## src/rtl/core/line_pixel_generator_unit_macros.svh

```systemverilog
// Assertion helpers shared by the files that check their own logic.
// Each macro expects a clock named clk and an active-low reset named arst_n.
`ifndef LINE_PIXEL_GENERATOR_UNIT_MACROS_SVH
`define LINE_PIXEL_GENERATOR_UNIT_MACROS_SVH

// The consequent must hold in the same cycle as the antecedent.
`define LPG_ASSERT_SAME(label, ante, cons) \
	label: assert property (@(posedge clk) disable iff (!arst_n) (ante) |-> (cons)) \
		else $error("line pixel generator check failed");

// The consequent must hold in the cycle after the antecedent.
`define LPG_ASSERT_NEXT(label, ante, cons) \
	label: assert property (@(posedge clk) disable iff (!arst_n) (ante) |=> (cons)) \
		else $error("line pixel generator check failed");

`endif

```

## src/rtl/core/lpg_pkg.sv

```systemverilog
package lpg_pkg;

	localparam int COLOR_BITS = 24;

	localparam logic ACT_START   = 1'b0;
	localparam logic ACT_ADVANCE = 1'b1;

	typedef enum logic [1:0] {
		MODE_DIAG    = 2'd0,
		MODE_VERT    = 2'd1,
		MODE_HORZ    = 2'd2,
		MODE_GENERAL = 2'd3
	} line_mode_t;

endpackage

```

## src/rtl/core/lpg_out_buf.sv

```systemverilog
module lpg_out_buf #(
	parameter int DATA_BITS = 49
) (
	input  logic                 clk,
	input  logic                 arst_n,
	input  logic                 wr_valid,
	output logic                 wr_ready,
	input  logic [DATA_BITS-1:0] wr_data,
	output logic                 rd_valid,
	input  logic                 rd_ready,
	output logic [DATA_BITS-1:0] rd_data
);

	logic                 main_valid_q;
	logic [DATA_BITS-1:0] main_data_q;
	logic                 skid_valid_q;
	logic [DATA_BITS-1:0] skid_data_q;
	logic                 main_free;

	// A transaction can be taken as long as the skid slot is empty.
	assign wr_ready  = !skid_valid_q;
	assign rd_valid  = main_valid_q;
	assign rd_data   = main_data_q;
	assign main_free = !main_valid_q || rd_ready;

	always_ff @(posedge clk or negedge arst_n) begin
		if (!arst_n) begin
			main_valid_q <= 1'b0;
			skid_valid_q <= 1'b0;
		end else begin
			if (main_free) begin
				if (skid_valid_q) begin
					main_valid_q <= 1'b1;
					skid_valid_q <= 1'b0;
				end else begin
					main_valid_q <= wr_valid;
				end
			end else if (wr_valid && !skid_valid_q) begin
				skid_valid_q <= 1'b1;
			end
		end
	end

	always_ff @(posedge clk) begin
		if (main_free) begin
			main_data_q <= skid_valid_q ? skid_data_q : wr_data;
		end
		if (!main_free && wr_valid && !skid_valid_q) begin
			skid_data_q <= wr_data;
		end
	end

endmodule

```

## src/rtl/core/line_pixel_generator_unit.sv

```systemverilog
// Line pixel generator: rasterizes one line segment, at most one pixel per transaction.
// Input channel (in_valid/in_ready): action = start loads both endpoints and the
// color and produces the first pixel; action = advance produces the next pixel.
// An advance with no line in progress produces nothing. A start during a line
// abandons the old line at once.
// Output channel (out_valid/out_ready): pixel_x, pixel_y, pixel_color and last,
// which marks the final pixel of the line. Every line gives max(|dx|,|dy|)+1
// pixels; in the general (non-axis, non-diagonal) case the far endpoint comes
// first.
// Each pixel is registered: it goes into the output register, or into the skid
// slot while the receiver stalls. Throughput: one transaction per cycle while
// in_ready is high, set by the combinational step update feeding the buffer.
// A two-entry output buffer (output register plus skid slot) lets one more
// transaction in while the receiver stalls; in_ready drops once both entries
// hold pixels and rises again when the receiver takes one.
// Reset clears all line state: the block comes up idle with no pixel pending.
module line_pixel_generator_unit #(
	parameter int COORD_BITS = 12
) (
	input  logic                            clk,
	input  logic                            arst_n,
	input  logic                            in_valid,
	output logic                            in_ready,
	input  logic                            action,
	input  logic signed [COORD_BITS-1:0]    x_start,
	input  logic signed [COORD_BITS-1:0]    y_start,
	input  logic signed [COORD_BITS-1:0]    x_stop,
	input  logic signed [COORD_BITS-1:0]    y_stop,
	input  logic [lpg_pkg::COLOR_BITS-1:0]  line_color,
	output logic                            out_valid,
	input  logic                            out_ready,
	output logic signed [COORD_BITS-1:0]    pixel_x,
	output logic signed [COORD_BITS-1:0]    pixel_y,
	output logic [lpg_pkg::COLOR_BITS-1:0]  pixel_color,
	output logic                            last
);

	import lpg_pkg::*;

	`include "line_pixel_generator_unit_macros.svh"

	localparam int C      = COORD_BITS;
	localparam int E      = COORD_BITS + 2;
	localparam int PIX_W  = 2 * COORD_BITS + COLOR_BITS + 1;

	// Line state.
	logic signed [C-1:0]   cur_x_q, cur_y_q, end_x_q, end_y_q;
	logic [C-1:0]          run_dx_q, run_dy_q;
	logic signed [E-1:0]   err_acc_q;
	logic                  x_dir_neg_q, y_dir_neg_q, transposed_q, busy_q;
	line_mode_t            line_mode_q;
	logic [COLOR_BITS-1:0] held_color_q;

	logic signed [C-1:0]   cur_x_d, cur_y_d, end_x_d, end_y_d;
	logic [C-1:0]          run_dx_d, run_dy_d;
	logic signed [E-1:0]   err_acc_d;
	logic                  x_dir_neg_d, y_dir_neg_d, transposed_d, busy_d;
	line_mode_t            line_mode_d;
	logic [COLOR_BITS-1:0] held_color_d;

	// Pixel produced by this transaction.
	logic                  res_valid;
	logic signed [C-1:0]   res_x, res_y;
	logic [COLOR_BITS-1:0] res_color;
	logic                  res_last;

	logic                  in_acc;
	logic                  res_wr;
	logic [PIX_W-1:0]      res_data, out_data;

	// Start-path signals.
	logic signed [C:0]     dxs, dys;
	logic [C-1:0]          adx, ady, maj, mnr;
	logic                  steep;
	logic signed [C-1:0]   gx0, gy0, gx1, gy1, nx, ny, fx, fy;

	// Advance-path signals.
	logic signed [C:0]     cx_ext, cx_inc, ex_ext;
	logic                  gen_fin, axis_fin;
	logic signed [C-1:0]   ax_x, ax_y, step_x, step_y, gen_y;
	logic signed [E-1:0]   two_dx, two_dy, err_mid;

	assign in_acc = in_valid && in_ready;
	assign res_wr = in_acc && res_valid;

	always_comb begin
		dxs   = {x_stop[C-1], x_stop} - {x_start[C-1], x_start};
		dys   = {y_stop[C-1], y_stop} - {y_start[C-1], y_start};
		adx   = dxs[C] ? C'(-dxs) : dxs[C-1:0];
		ady   = dys[C] ? C'(-dys) : dys[C-1:0];
		steep = adx < ady;
		maj   = steep ? ady : adx;
		mnr   = steep ? adx : ady;
		gx0   = steep ? y_start : x_start;
		gy0   = steep ? x_start : y_start;
		gx1   = steep ? y_stop  : x_stop;
		gy1   = steep ? x_stop  : y_stop;
		// Order the endpoints by increasing major coordinate.
		if (gx0 > gx1) begin
			nx = gx1; ny = gy1; fx = gx0; fy = gy0;
		end else begin
			nx = gx0; ny = gy0; fx = gx1; fy = gy1;
		end

		step_x = x_dir_neg_q ? -C'(1) : C'(1);
		step_y = y_dir_neg_q ? -C'(1) : C'(1);
		ax_x   = (cur_x_q != end_x_q) ? cur_x_q + step_x : cur_x_q;
		ax_y   = (cur_y_q != end_y_q) ? cur_y_q + step_y : cur_y_q;
		axis_fin = (ax_x == end_x_q) && (ax_y == end_y_q);

		cx_ext  = {cur_x_q[C-1], cur_x_q};
		ex_ext  = {end_x_q[C-1], end_x_q};
		cx_inc  = cx_ext + $signed((C+1)'(1));
		gen_fin = cx_inc >= ex_ext;
		two_dx  = $signed({1'b0, run_dx_q, 1'b0});
		two_dy  = $signed({1'b0, run_dy_q, 1'b0});
		err_mid = err_acc_q[E-1] ? err_acc_q : err_acc_q - two_dx;
		gen_y   = err_acc_q[E-1] ? cur_y_q : cur_y_q + step_y;
	end

	always_comb begin
		cur_x_d      = cur_x_q;
		cur_y_d      = cur_y_q;
		end_x_d      = end_x_q;
		end_y_d      = end_y_q;
		run_dx_d     = run_dx_q;
		run_dy_d     = run_dy_q;
		err_acc_d    = err_acc_q;
		x_dir_neg_d  = x_dir_neg_q;
		y_dir_neg_d  = y_dir_neg_q;
		transposed_d = transposed_q;
		line_mode_d  = line_mode_q;
		busy_d       = busy_q;
		held_color_d = held_color_q;
		res_valid    = 1'b0;
		res_x        = cur_x_q;
		res_y        = cur_y_q;
		res_color    = held_color_q;
		res_last     = 1'b0;

		case (action)
			ACT_START: begin
				held_color_d = line_color;
				res_color    = line_color;
				res_valid    = 1'b1;
				if (adx == ady || adx == '0 || ady == '0) begin
					if (adx == ady) begin
						line_mode_d = MODE_DIAG;
					end else if (adx == '0) begin
						line_mode_d = MODE_VERT;
					end else begin
						line_mode_d = MODE_HORZ;
					end
					transposed_d = 1'b0;
					err_acc_d    = '0;
					cur_x_d      = x_start;
					cur_y_d      = y_start;
					end_x_d      = x_stop;
					end_y_d      = y_stop;
					x_dir_neg_d  = x_stop < x_start;
					y_dir_neg_d  = y_stop < y_start;
					run_dx_d     = adx;
					run_dy_d     = ady;
					res_x        = x_start;
					res_y        = y_start;
					res_last     = (adx == '0) && (ady == '0);
					busy_d       = !res_last;
				end else begin
					line_mode_d  = MODE_GENERAL;
					transposed_d = steep;
					x_dir_neg_d  = 1'b0;
					y_dir_neg_d  = fy < ny;
					cur_x_d      = nx;
					cur_y_d      = ny;
					end_x_d      = fx;
					end_y_d      = fy;
					run_dx_d     = maj;
					run_dy_d     = mnr;
					err_acc_d    = $signed({1'b0, mnr, 1'b0}) - $signed({2'b00, maj});
					busy_d       = 1'b1;
					// The far endpoint goes out first, in screen orientation.
					res_x        = steep ? fy : fx;
					res_y        = steep ? fx : fy;
					res_last     = 1'b0;
				end
			end
			ACT_ADVANCE: begin
				if (busy_q) begin
					res_valid = 1'b1;
					if (line_mode_q != MODE_GENERAL) begin
						cur_x_d  = ax_x;
						cur_y_d  = ax_y;
						res_x    = ax_x;
						res_y    = ax_y;
						res_last = axis_fin;
						busy_d   = !axis_fin;
					end else begin
						res_x     = transposed_q ? cur_y_q : cur_x_q;
						res_y     = transposed_q ? cur_x_q : cur_y_q;
						res_last  = gen_fin;
						cur_y_d   = gen_y;
						err_acc_d = err_mid + two_dy;
						cur_x_d   = cx_inc[C-1:0];
						busy_d    = !gen_fin;
					end
				end
			end
			default: begin
				res_valid = 1'b0;
			end
		endcase
	end

	always_ff @(posedge clk or negedge arst_n) begin
		if (!arst_n) begin
			cur_x_q      <= '0;
			cur_y_q      <= '0;
			end_x_q      <= '0;
			end_y_q      <= '0;
			run_dx_q     <= '0;
			run_dy_q     <= '0;
			err_acc_q    <= '0;
			x_dir_neg_q  <= 1'b0;
			y_dir_neg_q  <= 1'b0;
			transposed_q <= 1'b0;
			line_mode_q  <= MODE_DIAG;
			busy_q       <= 1'b0;
			held_color_q <= '0;
		end else if (in_acc) begin
			cur_x_q      <= cur_x_d;
			cur_y_q      <= cur_y_d;
			end_x_q      <= end_x_d;
			end_y_q      <= end_y_d;
			run_dx_q     <= run_dx_d;
			run_dy_q     <= run_dy_d;
			err_acc_q    <= err_acc_d;
			x_dir_neg_q  <= x_dir_neg_d;
			y_dir_neg_q  <= y_dir_neg_d;
			transposed_q <= transposed_d;
			line_mode_q  <= line_mode_d;
			busy_q       <= busy_d;
			held_color_q <= held_color_d;
		end
	end

	assign res_data = {res_x, res_y, res_color, res_last};

	lpg_out_buf #(
		.DATA_BITS (PIX_W)
	) u_out_buf (
		.clk      (clk),
		.arst_n   (arst_n),
		.wr_valid (res_wr),
		.wr_ready (in_ready),
		.wr_data  (res_data),
		.rd_valid (out_valid),
		.rd_ready (out_ready),
		.rd_data  (out_data)
	);

	assign pixel_x     = out_data[PIX_W-1 -: C];
	assign pixel_y     = out_data[PIX_W-C-1 -: C];
	assign pixel_color = out_data[COLOR_BITS:1];
	assign last        = out_data[0];

	// A start transaction always leaves a pixel on the output.
	`LPG_ASSERT_NEXT(a_start_gives_pixel, in_acc && action == ACT_START, out_valid)
	// A general walk always stays short of the far major coordinate.
	`LPG_ASSERT_SAME(a_general_before_end, busy_q && line_mode_q == MODE_GENERAL,
		cur_x_q < end_x_q)
	// An axis or diagonal line in progress has not yet reached its end.
	`LPG_ASSERT_SAME(a_axis_not_at_end, busy_q && line_mode_q != MODE_GENERAL,
		cur_x_q != end_x_q || cur_y_q != end_y_q)
	// Back-pressure only appears when a pixel is waiting at the output.
	`LPG_ASSERT_SAME(a_stall_has_pixel, !in_ready, out_valid)

endmodule
```

## config.mk

```make
export PLATFORM = sky130hd
export DESIGN_NAME = line_pixel_generator_unit
export DESIGN_NICKNAME = d
export VERILOG_FILES = /design/src/rtl/core/lpg_pkg.sv /design/src/rtl/core/lpg_out_buf.sv /design/src/rtl/core/line_pixel_generator_unit.sv
export VERILOG_INCLUDE_DIRS = /design/src /design/src/rtl/core
export SDC_FILE = /design/constraint.sdc
export NUM_CORES = 1
export LEC_CHECK = 0
export CAP_MARGIN = 25
export CORE_MARGIN = 8
export CORE_UTILIZATION = 60
export CTS_BUF_LIST = sky130_fd_sc_hd__clkbuf_16
export DETAILED_ROUTE_END_ITERATION = 6
export DONT_BUFFER_PORTS = 1
export PLACE_DENSITY = 0.79
export SLEW_MARGIN = 20
export SYNTH_ARGS = -nofsm -noshare
export SYNTH_HDL_FRONTEND = slang
export SYNTH_SLANG_ARGS = --single-unit
```

## constraint.sdc

```tcl
create_clock -name clk -period 4.4 [get_ports clk]
set_input_delay 0.44 -clock clk [delete_from_list [all_inputs] [get_ports clk]]
set_output_delay 0.44 -clock clk [all_outputs]
set_load 0.005 [all_outputs]
```

==> metrics.csv <==
stage,metric,value,unit
synthesis,synthTopCellsByArea,"edfxtp_1, dfrtp_1, ha_1",
placement,place.gp.congestion,0.988,
setup_path,startpoint_type,input port,
power_and_ir_drop,p_seq_share,13.8,%
synthesis,seq_area_frac_synth,31.8,%
power_and_ir_drop,p_switching,11.6,mW
clocking,clock_latency,0.52,ns
sta,relSlewSlack,42.8,%
clocking,cts_tree,built,
drt,final_antenna_net_count,0,
drt,vias,19500,
power_and_ir_drop,p_int,14.3,mW
sta,maxSlewViolCount,0,
placement,dpl_worst_slack,-3.91,ns
sta,setup_ws,-3.37,ns
power_and_ir_drop,ir_worst_vdd,890,uV
sta,hold_violations,0,
setup_path,path_max_fanout,8,
sta,fmax,129,MHz
floorplan,die_h,191,um
floorplan,die_w,191,um
setup_path,cp.arrival,8.14,ns
power_and_ir_drop,switching_share,44.9,%
clocking,clockRootBuffer,clkbuf_16,
setup_path,crit_path_end_kind,register,
floorplan,initial_core_util,60.7,%
synthesis,postSynthNetCount,2387,
global_routing,grt_max_degree,128,
synthesis,synth_top_area_share,15.9,%
power_and_ir_drop,power.density,1030,nW/um2
global_routing,grt-ovfl-total,0,
global_routing,grt_pass1_vias,18300,
setup_path,critical_path.max_stage_delay,0.47,ns
placement,dpl.hpwl,48200,um
sta,post-route-period-util,177,%
global_routing,grt_pass1_wl,102000,um
drt,firstDrtPassIters,7,
synthesis,synth-seq-cells,215,
drt,drc,2,
drt,routed_via_density,6.54,
setup_path,required,4.77,ns
power_and_ir_drop,clkPwrFrac,6.7,%
final_layout,area_growth,36.1,%
setup_path,cpMostUsedCell,buf_4,
sta,worst_pin_slew,0.858,ns
drt,wirelength,71700,um
run,maxCapViolations,0,
global_routing,antenna_found_initial,0,
global_routing,grtUsageTotal,35.2,%
sta,fin_crit,7.77,ns
final_layout,fin_nets,2777,
final_layout,drive_above_1_share,34.9,%
floorplan,num_io_pins,128,
synthesis,ys_types,93,
run_status,outcome,"complete, but fails checks",
drt,first_iter_violations,2084,
setup_path,crit_buf_inv,22,
clocking,h-tree-depth,1,
sta,fin_worst_skew,0.0160,ns
synthesis,synth_ff_type,dfrtp_1,
clocking,numClockSinks,215,
floorplan,rows,64,
sta,setup_viol,134,
synthesis,syn_area_per_cell,8.50,um2
clocking,cts_made_buffers,22,
drt,wl_per_cell,24.1,um
run_status,violations,"design-rule violations, negative setup slack",
floorplan,die_area,36700,um2
synthesis,yosysWarnings,0,
floorplan,coreArea,30400,um2
setup_path,cp_top_family,buffers and inverters,
power_and_ir_drop,p_total,25.9,mW
sta,rsz0062_at_grt,true,
power_and_ir_drop,power_leakage,11.1,nW
setup_path,criticalPathCategory,in -> reg,
clocking,cts_buffer_depth,3,
synthesis,async_reset_ff_share,54.4,%
synthesis,netlist_area,18500,um2
synthesis,yosysTopAreaCell,edfxtp_1,
clocking,clkTransAtPathRegs,0.07,ns
synthesis,syn_inst,2174,
power_and_ir_drop,pwr-share-comb,79.5,%
synthesis,synth_edf_count,98,
placement,port_buffers,0,
setup_path,worst_path_max_delay_cell,ha_1,
min_path,min_path_type,in -> reg,
## registers in the layout (all words and copies together), names as in the netlist
signal                  cells
err_acc_q                  13
cur_y_q                    12
transposed_q                1
cur_x_q                    12
run_dy_q                   12
y_dir_neg_q                 1
end_y_q                    12
u_out_buf.skid_data_q      49
u_out_buf.rd_data          49
run_dx_q                   12
u_out_buf.rd_valid          1
u_out_buf.skid_valid_q      1
x_dir_neg_q                 1
busy_q                      1
held_color_q               24
end_x_q                    12
line_mode_q                 2
## cells in the final DEF (no fill, tap or decap), drive strengths merged, types with 6 or more instances in the layout
| cell type | Yosys | layout |
|---|---|---|
| o21bai | 20 | 20 |
| nor3 | 22 | 22 |
| a21boi | 7 | 7 |
| fa | 7 | 7 |
| xor2 | 44 | 44 |
| o21ai | 171 | 172 |
| nor4 | 10 | 10 |
| and2 | 12 | 12 |
| inv | 111 | 119 |
| a21o | 23 | 23 |
| or3 | 8 | 8 |
| o22ai | 18 | 18 |
| and3 | 11 | 11 |
| dfrtp | 117 | 117 |
| a211oi | 52 | 52 |
| buf | 44 | 491 |
| nand4 | 18 | 18 |
| a22oi | 6 | 6 |
| o31ai | 13 | 13 |
| clkinv | 1 | 10 |
| o211ai | 33 | 33 |
| nor2b | 33 | 33 |
| a31oi | 42 | 42 |
| o21a | 26 | 26 |
| edfxtp | 98 | 98 |
| nand3 | 30 | 30 |
| nand2 | 288 | 288 |
| nor2 | 179 | 179 |
| ha | 129 | 129 |
| mux2i | 59 | 59 |
| or2 | 9 | 9 |
| mux2 | 96 | 96 |
| xnor2 | 87 | 87 |
| clkbuf | 86 | 25 |
| nand2b | 15 | 15 |
| a21oi | 178 | 178 |
## cell families after synthesis
family,count (synthesis),synth area share (%)
compound gates,645,22.5
xor+xnor,132,6.33
fa+ha+maj,137,9.55
buf+inv,242,5.26
flops,215,31.8
mux,155,9.05
simple gates,648,15.6
## stage by stage
| step | area, um2 | TNS [ns] | instances | hold WS, ns | util (%) |
|---|---|---|---|---|---|
| after floorplan | 18900 | -278.70 | 2174 | 0.144 | - |
| after global placement | 21500 | -346.97 | 2808 | 0.149 | 70.7 |
| after detailed placement | 21500 | -369.50 | 2808 | 0.150 | 70.7 |
| after CTS | 24100 | -238.84 | 2941 | 0.0156 | 79.2 |
| after global routing | 25100 | -328.06 | 2976 | 0.0203 | 82.6 |
| final | 25100 | -303.81 | 2977 | 0.0232 | 82.6 |
## metal layers
| metal | global-route usage, % | share of wire [%] | vias up |
|---|---|---|---|
| li1 | - | - | 8590 |
| met1 | 45.6 | 38 | 9317 |
| met2 | 56.1 | 45 | 1274 |
| met3 | 10.0 | 12 | 275 |
| met4 | 11.3 | 4.4 | 0 |
| met5 | 0 | 0 | - |
## final timing paths
path / cells past startpoint / slack [ns] / start / to
setup / recovery: 48 / -3.37 / y_stop[0] / y_dir_neg_q
hold / removal: 2 / 0.02 / line_color[20] / held_color_q[20]
setup reg to reg: 21 / -0.46 / err_acc_q[2] / err_acc_q[13]
hold reg to reg: 2 / 0.48 / held_color_q[20] / held_color_q[20]
min in group asynchronous: 2 / 0.53 / arst_n / cur_y_q[6]
max in group asynchronous: 2 / 3.30 / arst_n / run_dy_q[1]
## worst reg2reg max path, delay by kind of cell (launching register included)
kind | cells | cell delay, ns
AO/OA/AOI/OAI | 11 | 2.68
AND/OR/NAND/NOR | 7 | 0.91
adder cells (fa/ha/maj) | 2 | 0.61
flip-flops | 1 | 0.44
XOR/XNOR | 1 | 0.10
## synthesized netlist by cell type (46+ instances only)
master	instances
a211oi_1	46
a21oi_1	178
clkbuf_1	86
dfrtp_1	117
edfxtp_1	98
ha_1	129
inv_1	111
mux2_2	95
mux2i_1	59
nand2_1	288
nor2_1	178
o21ai_0	129
xnor2_1	87
## power by group through the flow
stage	Sequential [mW]	Clock (mW)	Combinational [mW]
final	3.57	1.74	20.6
after global placement	3.54	0	14.0
after global routing	3.65	1.82	21.8
after floorplan	3.30	0	10.0
after detailed placement	3.58	0	14.3
after CTS	3.55	1.74	18.0
## repair_timing
item / CTS / global route
hold endpoints to repair: 117 / 0
hold buffers: 2 / 0
setup endpoints to repair: 133 / 138
pin swaps: 55 / 78
gates cloned: 9 / 3
gates resized for setup: 235 / 178
buffers inserted: 83 / 43
## layout make-up
| class | instances | area, um2 |
|---|---|---|
| Antenna cell | 1 | 2.50 |
| Clock buffer | 22 | 551 |
| Clock inverter | 18 | 109 |
| Fill cell | 1778 | 5280 |
| Inverter | 112 | 433 |
| Multi-Input combinational cell | 1718 | 13300 |
| Sequential cell | 215 | 5870 |
| Tap cell | 396 | 495 |
| Timing Repair Buffer | 495 | 4370 |
Note: power is estimated with default switching activity, not from simulation.
